File: config.mk
export PLATFORM = sky130hd
export DESIGN_NAME = stepper_scan_controller_unit
export DESIGN_NICKNAME = d
export VERILOG_FILES = /design/src/rtl/sscu_pkg.sv /design/src/rtl/stepper_scan_controller_unit.sv
export SDC_FILE = /design/constraint.sdc
export NUM_CORES = 1
export LEC_CHECK = 0
export BUFFER_PORTS_ARGS = -buffer_cell sky130_fd_sc_hd__buf_4
export CAP_MARGIN = 20
export CELL_PAD_IN_SITES_DETAIL_PLACEMENT = 0
export CELL_PAD_IN_SITES_GLOBAL_PLACEMENT = 2
export CORE_MARGIN = 4
export CORE_UTILIZATION = 35
export CTS_CLUSTER_DIAMETER = 40
export CTS_CLUSTER_SIZE = 24
export DETAILED_ROUTE_END_ITERATION = 16
export PLACE_DENSITY_LB_ADDON = 0.12
export SYNTH_ARGS = -nofsm -noshare
export SYNTH_HDL_FRONTEND = slang
export SYNTH_SLANG_ARGS = --single-unit
File: constraint.sdc
create_clock -name clk_i -period 4.4 [get_ports clk_i]
set_input_delay 0 -clock clk_i [delete_from_list [all_inputs] [get_ports clk_i]]
set_output_delay 0 -clock clk_i [all_outputs]
set_load 0.005 [all_outputs]
File: src/rtl/sscu_pkg.sv
package sscu_pkg;

  localparam int unsigned SegW   = 10;
  localparam int unsigned PauseW = 10;
  localparam int unsigned SweepW = 12;
  localparam int unsigned PhaseW = 4;
  localparam int unsigned CoilW  = 4;
  localparam int unsigned CfgIdxW = 2;
  localparam int unsigned CfgDataW = 12;
  localparam int unsigned DivCntW = 4;

  localparam logic [SegW-1:0]   SegStepsReset   = 10'd116;
  localparam logic [PauseW-1:0] PauseTicksReset = 10'd500;
  localparam logic [SweepW-1:0] SweepEndReset   = 12'd4095;

  // Residue of the largest sweep count modulo the reset segment length.
  localparam logic [SegW-1:0]   SegTopRemReset  = SegW'({SweepW{1'b1}} % SegStepsReset);

  localparam logic [PhaseW-1:0] PhaseZero = 4'd0;
  localparam logic [PhaseW-1:0] PhaseHalf = 4'd8;

  typedef enum logic [CfgIdxW-1:0] {
    RegSegmentSteps = 2'd0,
    RegPauseTicks   = 2'd1,
    RegSweepEnd     = 2'd2,
    RegUnused       = 2'd3
  } cfg_reg_e;

  function automatic logic [CoilW-1:0] coil_lookup(input logic [2:0] idx);
    logic [CoilW-1:0] pat;
    case (idx)
      3'd0:    pat = 4'h1;
      3'd1:    pat = 4'h3;
      3'd2:    pat = 4'h2;
      3'd3:    pat = 4'h6;
      3'd4:    pat = 4'h4;
      3'd5:    pat = 4'hC;
      3'd6:    pat = 4'h8;
      3'd7:    pat = 4'h9;
      default: pat = 4'h1;
    endcase
    return pat;
  endfunction

endpackage

File: src/rtl/stepper_scan_controller_unit.sv
// Half-step stepper scan controller, one request per motor tick.
// Input channel: in_valid_i/in_ready_o carry the mode, the start/stop press
// and the two key levels of one tick. Output channel: out_valid_o/out_ready_i
// carry the coil pattern and the sweep status after that tick.
// Each request is worked combinationally and its result is registered in the
// output register on acceptance. One request per cycle is taken while the
// receiver keeps up and no config write or divider run is under way. A new
// request is accepted while the previous result is taken in the same cycle.
// When the receiver stalls, the result stays in the output register and
// in_ready_o drops until it is taken.
// The block tracks the sweep count modulo the segment length incrementally.
// After a write of segment_steps, a bit-serial divider rebuilds that residue,
// and in_ready_o is low while it runs.
// Reset restores the default register values, stops nothing (the run flag
// comes up set), clears the phase and sweep state, and empties the output.
module stepper_scan_controller_unit
  import sscu_pkg::*;
(
  input  logic                clk_i,
  input  logic                rst_ni,
  input  logic                cfg_we_i,
  input  logic [CfgIdxW-1:0]  cfg_idx_i,
  input  logic [CfgDataW-1:0] cfg_data_i,
  input  logic                in_valid_i,
  output logic                in_ready_o,
  input  logic                auto_mode_i,
  input  logic                start_stop_press_i,
  input  logic                key_left_level_i,
  input  logic                key_right_level_i,
  output logic                out_valid_o,
  input  logic                out_ready_i,
  output logic [CoilW-1:0]    coil_pattern_o,
  output logic                coil_written_o,
  output logic [SweepW-1:0]   sweep_position_o,
  output logic                sweep_reverse_o,
  output logic                running_o,
  output logic                pausing_o
);

  logic [SegW-1:0]   seg_q;
  logic [PauseW-1:0] pause_ticks_q;
  logic [SweepW-1:0] sweep_end_q;

  logic [PhaseW-1:0] phase_q, phase_d;
  logic [SweepW-1:0] cnt_q, cnt_d;
  logic [SegW-1:0]   rem_q, rem_d;
  logic [SegW-1:0]   rem_top_q;
  logic              rev_q, rev_d;
  logic              pf_q, pf_d;
  logic [PauseW-1:0] pc_q, pc_d;
  logic              run_q, run_d;
  logic [SegW-1:0]   mc_q, mc_d;
  logic              klat_q, klat_d;
  logic              ll_q, ll_d;
  logic              rl_q, rl_d;
  logic [CoilW-1:0]  coil_q, coil_d;
  logic              wrote_d;

  logic              out_valid_q;
  logic              wrote_q;

  logic              busy_q;
  logic [DivCntW-1:0] div_cnt_q;
  logic [SegW-1:0]   div_rem_q, div_top_q;
  logic [SegW:0]     div_t, div_tt;
  logic [SegW-1:0]   div_rem_n, div_top_n;

  logic in_fire;

  assign in_ready_o = !busy_q && !cfg_we_i && (!out_valid_q || out_ready_i);
  assign in_fire    = in_valid_i && in_ready_o;

  // Bit-serial restoring division of the sweep count and of the top count.
  always_comb begin
    div_t  = {div_rem_q, cnt_q[div_cnt_q]};
    div_tt = {div_top_q, 1'b1};
    if (div_t >= {1'b0, seg_q}) begin
      div_t = div_t - {1'b0, seg_q};
    end
    if (div_tt >= {1'b0, seg_q}) begin
      div_tt = div_tt - {1'b0, seg_q};
    end
    div_rem_n = div_t[SegW-1:0];
    div_top_n = div_tt[SegW-1:0];
  end

  always_comb begin
    phase_d = phase_q;
    cnt_d   = cnt_q;
    rem_d   = rem_q;
    rev_d   = rev_q;
    pf_d    = pf_q;
    pc_d    = pc_q;
    run_d   = run_q;
    mc_d    = mc_q;
    klat_d  = klat_q;
    ll_d    = ll_q;
    rl_d    = rl_q;
    coil_d  = coil_q;
    wrote_d = 1'b0;

    if (auto_mode_i) begin
      if (start_stop_press_i) begin
        run_d = !run_q;
      end
      if (seg_q != '0 && cnt_q != '0 && rem_q == '0) begin
        pf_d = 1'b1;
        pc_d = pc_q + 1'b1;
        if (pc_d == pause_ticks_q) begin
          pc_d = '0;
          pf_d = 1'b0;
        end
      end
      if (!pf_d && run_d) begin
        if (!rev_d) begin
          coil_d  = coil_lookup(phase_d[2:0]);
          phase_d = phase_d + 1'b1;
          wrote_d = 1'b1;
          if (cnt_d == '1) begin
            rem_d = '0;
          end else if ({1'b0, rem_d} + 1'b1 == {1'b0, seg_q}) begin
            rem_d = '0;
          end else begin
            rem_d = rem_d + 1'b1;
          end
          cnt_d = cnt_d + 1'b1;
          if (phase_d == PhaseHalf) begin
            phase_d = PhaseZero;
          end
          if (cnt_d == sweep_end_q) begin
            rev_d   = 1'b1;
            phase_d = PhaseHalf;
          end
        end
        if (rev_d) begin
          coil_d  = coil_lookup(phase_d[2:0] - 3'd1);
          phase_d = phase_d - 1'b1;
          wrote_d = 1'b1;
          if (cnt_d == '0) begin
            rem_d = rem_top_q;
          end else if (rem_d == '0) begin
            rem_d = seg_q - 1'b1;
          end else begin
            rem_d = rem_d - 1'b1;
          end
          cnt_d = cnt_d - 1'b1;
          if (phase_d == PhaseZero) begin
            phase_d = PhaseHalf;
          end
          if (cnt_d == '0) begin
            rev_d   = 1'b0;
            phase_d = PhaseZero;
          end
        end
      end
    end else begin
      if (!klat_q) begin
        ll_d   = key_left_level_i;
        rl_d   = key_right_level_i;
        klat_d = 1'b1;
      end
      if (!ll_d && key_left_level_i) begin
        if (phase_d == PhaseZero) begin
          phase_d = PhaseHalf;
        end
        coil_d  = coil_lookup(phase_d[2:0] - 3'd1);
        phase_d = phase_d - 1'b1;
        wrote_d = 1'b1;
        if (phase_d == PhaseZero) begin
          phase_d = PhaseHalf;
        end
        mc_d = mc_q + 1'b1;
        if (mc_d == seg_q) begin
          mc_d    = '0;
          phase_d = PhaseZero;
          klat_d  = 1'b0;
        end
      end else if (!rl_d && key_right_level_i) begin
        if (phase_d == PhaseHalf) begin
          phase_d = PhaseZero;
        end
        coil_d  = coil_lookup(phase_d[2:0]);
        phase_d = phase_d + 1'b1;
        wrote_d = 1'b1;
        if (phase_d[3]) begin
          phase_d = PhaseZero;
        end
        mc_d = mc_q + 1'b1;
        if (mc_d == seg_q) begin
          mc_d    = '0;
          phase_d = PhaseZero;
          klat_d  = 1'b0;
        end
      end
      if (ll_d && rl_d) begin
        klat_d = 1'b0;
      end
    end
  end

  always_ff @(posedge clk_i or negedge rst_ni) begin
    if (!rst_ni) begin
      seg_q         <= SegStepsReset;
      pause_ticks_q <= PauseTicksReset;
      sweep_end_q   <= SweepEndReset;
    end else if (cfg_we_i) begin
      case (cfg_reg_e'(cfg_idx_i))
        RegSegmentSteps: seg_q         <= cfg_data_i[SegW-1:0];
        RegPauseTicks:   pause_ticks_q <= cfg_data_i[PauseW-1:0];
        RegSweepEnd:     sweep_end_q   <= cfg_data_i[SweepW-1:0];
        default: ;
      endcase
    end
  end

  always_ff @(posedge clk_i or negedge rst_ni) begin
    if (!rst_ni) begin
      busy_q    <= 1'b0;
      div_cnt_q <= '0;
      div_rem_q <= '0;
      div_top_q <= '0;
    end else if (cfg_we_i && cfg_reg_e'(cfg_idx_i) == RegSegmentSteps) begin
      busy_q    <= 1'b1;
      div_cnt_q <= DivCntW'(SweepW - 1);
      div_rem_q <= '0;
      div_top_q <= '0;
    end else if (busy_q) begin
      div_rem_q <= div_rem_n;
      div_top_q <= div_top_n;
      div_cnt_q <= div_cnt_q - 1'b1;
      if (div_cnt_q == '0) begin
        busy_q <= 1'b0;
      end
    end
  end

  always_ff @(posedge clk_i or negedge rst_ni) begin
    if (!rst_ni) begin
      phase_q   <= '0;
      cnt_q     <= '0;
      rem_q     <= '0;
      rem_top_q <= SegTopRemReset;
      rev_q     <= 1'b0;
      pf_q      <= 1'b0;
      pc_q      <= '0;
      run_q     <= 1'b1;
      mc_q      <= '0;
      klat_q    <= 1'b0;
      ll_q      <= 1'b1;
      rl_q      <= 1'b1;
      coil_q    <= '0;
    end else if (busy_q) begin
      if (div_cnt_q == '0) begin
        rem_q     <= div_rem_n;
        rem_top_q <= div_top_n;
      end
    end else if (in_fire) begin
      phase_q <= phase_d;
      cnt_q   <= cnt_d;
      rem_q   <= rem_d;
      rev_q   <= rev_d;
      pf_q    <= pf_d;
      pc_q    <= pc_d;
      run_q   <= run_d;
      mc_q    <= mc_d;
      klat_q  <= klat_d;
      ll_q    <= ll_d;
      rl_q    <= rl_d;
      coil_q  <= coil_d;
    end
  end

  always_ff @(posedge clk_i or negedge rst_ni) begin
    if (!rst_ni) begin
      out_valid_q <= 1'b0;
      wrote_q     <= 1'b0;
    end else if (in_fire) begin
      out_valid_q <= 1'b1;
      wrote_q     <= wrote_d;
    end else if (out_ready_i) begin
      out_valid_q <= 1'b0;
    end
  end

  assign out_valid_o      = out_valid_q;
  assign coil_pattern_o   = coil_q;
  assign coil_written_o   = wrote_q;
  assign sweep_position_o = cnt_q;
  assign sweep_reverse_o  = rev_q;
  assign running_o        = run_q;
  assign pausing_o        = pf_q;

endmodule

* After elaboration in Yosys (flattened, before gate mapping) *
Memory sizes are Yosys's and may differ from the RTL's.
Index checks and enable logic that the tools add are counted.

operators by class
  add/subtract/negate cells = 17
  order comparisons = 3
  eq/ne operators = 12
  multiplexer cells = 90
  bitwise operators = 2
  reductions and logical operators = 48

operators by type and width
  kind                                                 count
  2-to-1 mux 10 bit                                    23
  2-to-1 mux 4 bit                                     30
  2-to-1 mux 12 bit                                    4
  2-to-1 mux 1 bit                                     31
  adder 10 x 1 -> 10 bit (second input constant)       3
  zero test 12 bit                                     2
  greater-or-equal comparator 11 x 10 -> 1 bit         2
  == test 10 bit                                       2
  zero test 10 bit                                     2
  AND reduction 4 bit                                  5
  subtractor 10 x 1 -> 10 bit (second input constant)  2
  subtractor 10 bit                                    2
  zero test 4 bit                                      4
  adder 12 x 1 -> 12 bit (second input constant)       1
  == test 12 bit                                       1
  == test 12 bit (second input constant)               1
  nonzero test 12 bit                                  1
  nonzero test 2 bit                                   6
  subtractor 12 x 1 -> 12 bit (second input constant)  1
  subtractor 4 x 1 -> 4 bit (second input constant)    3
  adder 10 x 1 -> 11 bit (second input constant)       1
  == test 11 x 10 -> 1 bit                             1
  logical AND 1 bit                                    10
  nonzero test 10 bit                                  1
  other kinds (18)                                     33

word-level totals
  register bits after elaboration = 125
  bits in read-only memories = 128
  input bits = 23
  output and inout port bits = 22
  logic and storage cells = 198
  memories = 4

memories
  name             words  bits a word  rd ports  clocked after Yosys merged registers in  wr ports  line            source
  (no name shown)  8      4            1         0                                        0         sscu_pkg.sv:31  case (idx)
  (no name shown)  8      4            1         0                                        0         sscu_pkg.sv:31
  (no name shown)  8      4            1         0                                        0         sscu_pkg.sv:31
  (no name shown)  8      4            1         0                                        0         sscu_pkg.sv:31

* Longest topological paths before layout *
  word-level depth = 17
  mapped depth = 23
  mapped depth without buffers = 20

* Least setup slack after synthesis *
OpenSTA, ideal clock, no wires.

  path type = register to register
  start point = register cnt_q[0] (netlist: sweep_position_o[0])
  end point = register phase_q[0]
  library setup time = 0.131 ns
  data arrival time = 4.566 ns
  data required time = 4.269 ns
  slack = -0.298 ns
  cell stages (with the launch flop) = 19
  buffers on the path = 2
  period minus slack after synthesis = 4.698 ns
  path through = dfrtp_1 buf_2 nand4_1 or3_1 a2111oi_0 nor3_1 nor4_2 nor2_1 clkbuf_1 a22oi_1 ha_1 inv_1 a2111oi_0 a41o_1 a41oi_1 o2111ai_1 a21boi_0 a2111oi_0 or3_1

between the ends
  cells in the longest elaborated chain, start to end = 13
  elaborated cells between the ends (all ways) = 31
  those cells by class = 3 x add/sub; 2 x eq/ne; 18 x mux; 8 x reduce/logical

ends and longest elaborated chain
  what                       line                                 source
  start: declaration         stepper_scan_controller_unit.sv:45   logic [SweepW-1:0] cnt_q, cnt_d;
  start signal: assignment   stepper_scan_controller_unit.sv:259  cnt_q <= cnt_d;
  adder 12 x 1 -> 12 bit     stepper_scan_controller_unit.sv:126  cnt_d = cnt_d + 1'b1;
  == test 12 bit             stepper_scan_controller_unit.sv:130  if (cnt_d == sweep_end_q) begin
  2-to-1 mux 4 bit           stepper_scan_controller_unit.sv:130
  2-to-1 mux 4 bit           stepper_scan_controller_unit.sv:115  if (!rev_d) begin
  2-to-1 mux 4 bit           stepper_scan_controller_unit.sv:114  if (!pf_d && run_d) begin
  2-to-1 mux 4 bit           stepper_scan_controller_unit.sv:102  if (auto_mode_i) begin
  subtractor 4 x 1 -> 4 bit  stepper_scan_controller_unit.sv:137  phase_d = phase_d - 1'b1;
  zero test 4 bit            stepper_scan_controller_unit.sv:147  if (phase_d == PhaseZero) begin
  2-to-1 mux 4 bit           stepper_scan_controller_unit.sv:147
  2-to-1 mux 4 bit           stepper_scan_controller_unit.sv:150  if (cnt_d == '0) begin
  2-to-1 mux 4 bit           stepper_scan_controller_unit.sv:135  if (rev_d) begin
  2-to-1 mux 4 bit           stepper_scan_controller_unit.sv:114
  2-to-1 mux 4 bit           stepper_scan_controller_unit.sv:102
  end signal: assignment     stepper_scan_controller_unit.sv:258  phase_q <= phase_d;
  end: declaration           stepper_scan_controller_unit.sv:44   logic [PhaseW-1:0] phase_q, phase_d;

Parallel ways exist; a longest one is shown, timed or not. The select of a mux whose other input is x is not followed.
A chain may end at the register's enable or synchronous reset.

* Worst setup path in the final report *
  start point = register cnt_q[1] (netlist: sweep_position_o[1])
  end point = register phase_q[0]

Same word-level chain as after synthesis.

==> impl_metrics.ini <==
[job]
cap_violations = 0

[placed_design]
place_ws_ns = -0.0546
dp_hpwl_um = 25100
place_congestion = 0.868
dp_cells = 1614
io_buffers = 44

[route]
drc = 0
antenna_left = 0
wl_per_cell_um = 20.6
drtIter0Drc = 786
via_count = 9409
vias_per_cell = 5.62
wl_um = 34600
dr.pass1.iters = 5

[power_and_ir_drop]
peakVddDrop_mv = 0.320
power_leakage_nw = 4.83
p_total_mw = 7.94
power_density_nw_per_um2 = 669

[global_routing]
grt_pass1_vias = 9148
grt.busiest_layer = met2
grtUsageMet2 = 0.359
met3_usage = 0.0276
grtUsageTotal = 0.222
antenna_found_initial = 0
grt_start_max_net_pins = 99
globalRouteMet1Util = 0.315
grt_pass1_wl_um = 54200
grt.overflow.total = 0

[sta]
final.min_clock_period_ns = 4.19
setup_slack_ns = 0.205
maxSlewViolCount = 0
worst_pin_slew_ns = 0.953
fin_crit_sh = 0.953
fin_skew_ns = 0.0197
hold_violations = 0
maxSlewHeadroom = 0.365
setup_violations = 0
fmax_mhz = 238

[worst_setup_path]
criticalPathCategory = flop to flop
cp.arrival_ns = 4.56
required_ns = 4.76
worst_setup_path_start_kind = flop
r2r.worst_path.cells = 19
critPathCaptureType = flop
critPathMaxFanout = 8

[die]
core_area_um2 = 27900
die-height_um = 177
num_io_pins = 45
dieWidth_um = 177
rows = 61
die_area_um2 = 31200
initial_core_util = 0.356

[final_layout]
drive_gt1_frac = 0.189
fin_cells = 1675
antenna_cells = 0
final_nets = 1343
nFillCells = 2896
area_delta_synth_final_pct = 19.3
seqCellArea_um2 = 3170
multi_input_area_um2 = 6360

[synth]
ys_async_sr_fraction = 1.00
ys_ff_latch = 125
yosys_warnings = 0
seq_area_frac_synth = 0.318
syn_area_per_cell_um2 = 8.16
synth_area_um2 = 9940
yosysTopAreaCell = dfrtp_1
synth_top_area_frac = 0.244
synth_edf_count = 0
netlist_instances = 1218
synth_fp_nets = 1277
synth_common_cells = 125 x nand2_1, 107 x nor2_1, 106 x o21ai_0
synth_ff_type = dfrtp_1
synth_area_leaders = dfrtp_1 24%, dfstp_2 7.4%, xnor2_1 7.0%, o21ai_0 5.3%, nand2_1 4.7%
yosysMostFrequentCell = nand2_1
yosysUniqueCellTypes = 79

[clock_network]
clkTransAtPathRegs_ns = 0.07
cts_tree = yes
cts_root_buffer = clkbuf_16
htreeDepth = 4
numCtsBuffers = 17
cts.sinks = 125
clk_latency_ns = 0.43
clock_path_buffers = 2

[status]
outcome = finished, final reports clean

[min_path]
hp-class = primary input to flop
hold_depth = 3
power breakdown:
group / internal, mW / total, mW / switching [mW]
Combinational: 1.90 / 4.40 / 2.50
Sequential: 1.54 / 1.99 / 0.445
Clock: 0.924 / 1.55 / 0.629
Total: 4.37 / 7.94 / 3.57
cell usage in the layout, fill, tap and decap left out, drive strengths merged, types with 20 or more instances in the layout:
master	netlist	layout
o21ai	107	107
nand2	125	125
dlygate4sd3	0	20
dfrtp	97	97
mux2i	20	20
dfstp	28	28
nand3	44	44
ha	34	34
xnor2	80	80
nor3	44	44
xor2	28	28
a21oi	68	68
mux2	29	29
a31oi	21	21
nand4	20	20
nor2	108	108
buf	24	116
inv	42	48
final cells by class:
type / count / share of cell area
multi-input cells: 961 / 0.537
flip-flops and latches: 125 / 0.267
repair buffers: 136 / 0.0906
well taps: 378 / 0.0399
clock buffers: 19 / 0.0373
clock inverters: 13 / 0.0150
inverters: 43 / 0.0136
final timing paths:
kind	from	to	slack, ns
worst max-delay path	sweep_position_o[1]	phase_q[0]	0.21
worst min-delay path	auto_mode_i	coil_pattern_o[2]	0.01
worst max register to register	sweep_position_o[1]	phase_q[0]	0.21
worst min register to register	rem_top_q[1]	rem_top_q[1]	0.46
max in group asynchronous	rst_ni	rem_top_q[1]	3.08
min in group asynchronous	rst_ni	pc_q[3]	0.24
flip-flops by register name, summed over array words and instances, names as in the netlist, 10 cells and up:
| signal | flops |
|---|---|
| sweep_end_q | 12 |
| rem_q | 10 |
| div_top_q | 10 |
| pause_ticks_q | 10 |
| div_rem_q | 10 |
| rem_top_q | 10 |
| mc_q | 10 |
| sweep_position_o | 12 |
| seg_q | 10 |
| pc_q | 10 |
worst max-delay path, stage by stage (launching register included):
cell and delay (ns):
dfrtp_2 0.44, inv_1 0.10, ha_1 0.33, xor2_1 0.20, a2111oi_2 0.32, nand4_1 0.27
or4_4 0.48, nand2_1 0.10, a311oi_1 0.06, a21oi_1 0.20, inv_1 0.07, ha_2 0.22
inv_1 0.10, a2111oi_1 0.06, a41o_1 0.22, a41oi_1 0.16, o2111ai_1 0.19, a21boi_2 0.22
a2111oi_2 0.24, or3_1 0.15
logic make-up after synthesis:
family	share of synthesized area
xor gates and xnor gates	0.0952
adders and majority gates	0.0468
AOI/OAI and AO/OA	0.205
and+or+nand+nor	0.222
buffers and inverters	0.0529
muxes	0.0598
DFF	0.318
per-stage QoR:
stage / area, µm² / hold WS (ns) / util / setup TNS (ns)
final: 11900 / 0.0136 / 0.425 / 0
after global placement: 10900 / 0.186 / 0.390 / 0
after global routing: 11900 / 0.0740 / 0.425 / -0.0815
after CTS: 11700 / 0.00479 / 0.420 / 0
after detailed placement: 10900 / 0.186 / 0.390 / -0.0546
after floorplan: 9960 / -0.296 / - / 0
timing repair:
item                                    CTS  global route
pin swaps                                 1             6
hold endpoints to repair                112             0
hold buffers                             20             0
gates resized for setup                   1            18
buffers inserted                          1             8
endpoints found under the setup margin    1            14
per-layer routing:
layer,wire [µm],up-vias,part of all wire
met3,1110,43,0.032
li1,-,4539,-
met1,16800,4604,0.49
met4,676,0,0.020
met5,0,-,0
met2,15900,223,0.46
Power figures use the tool's default switching activity.
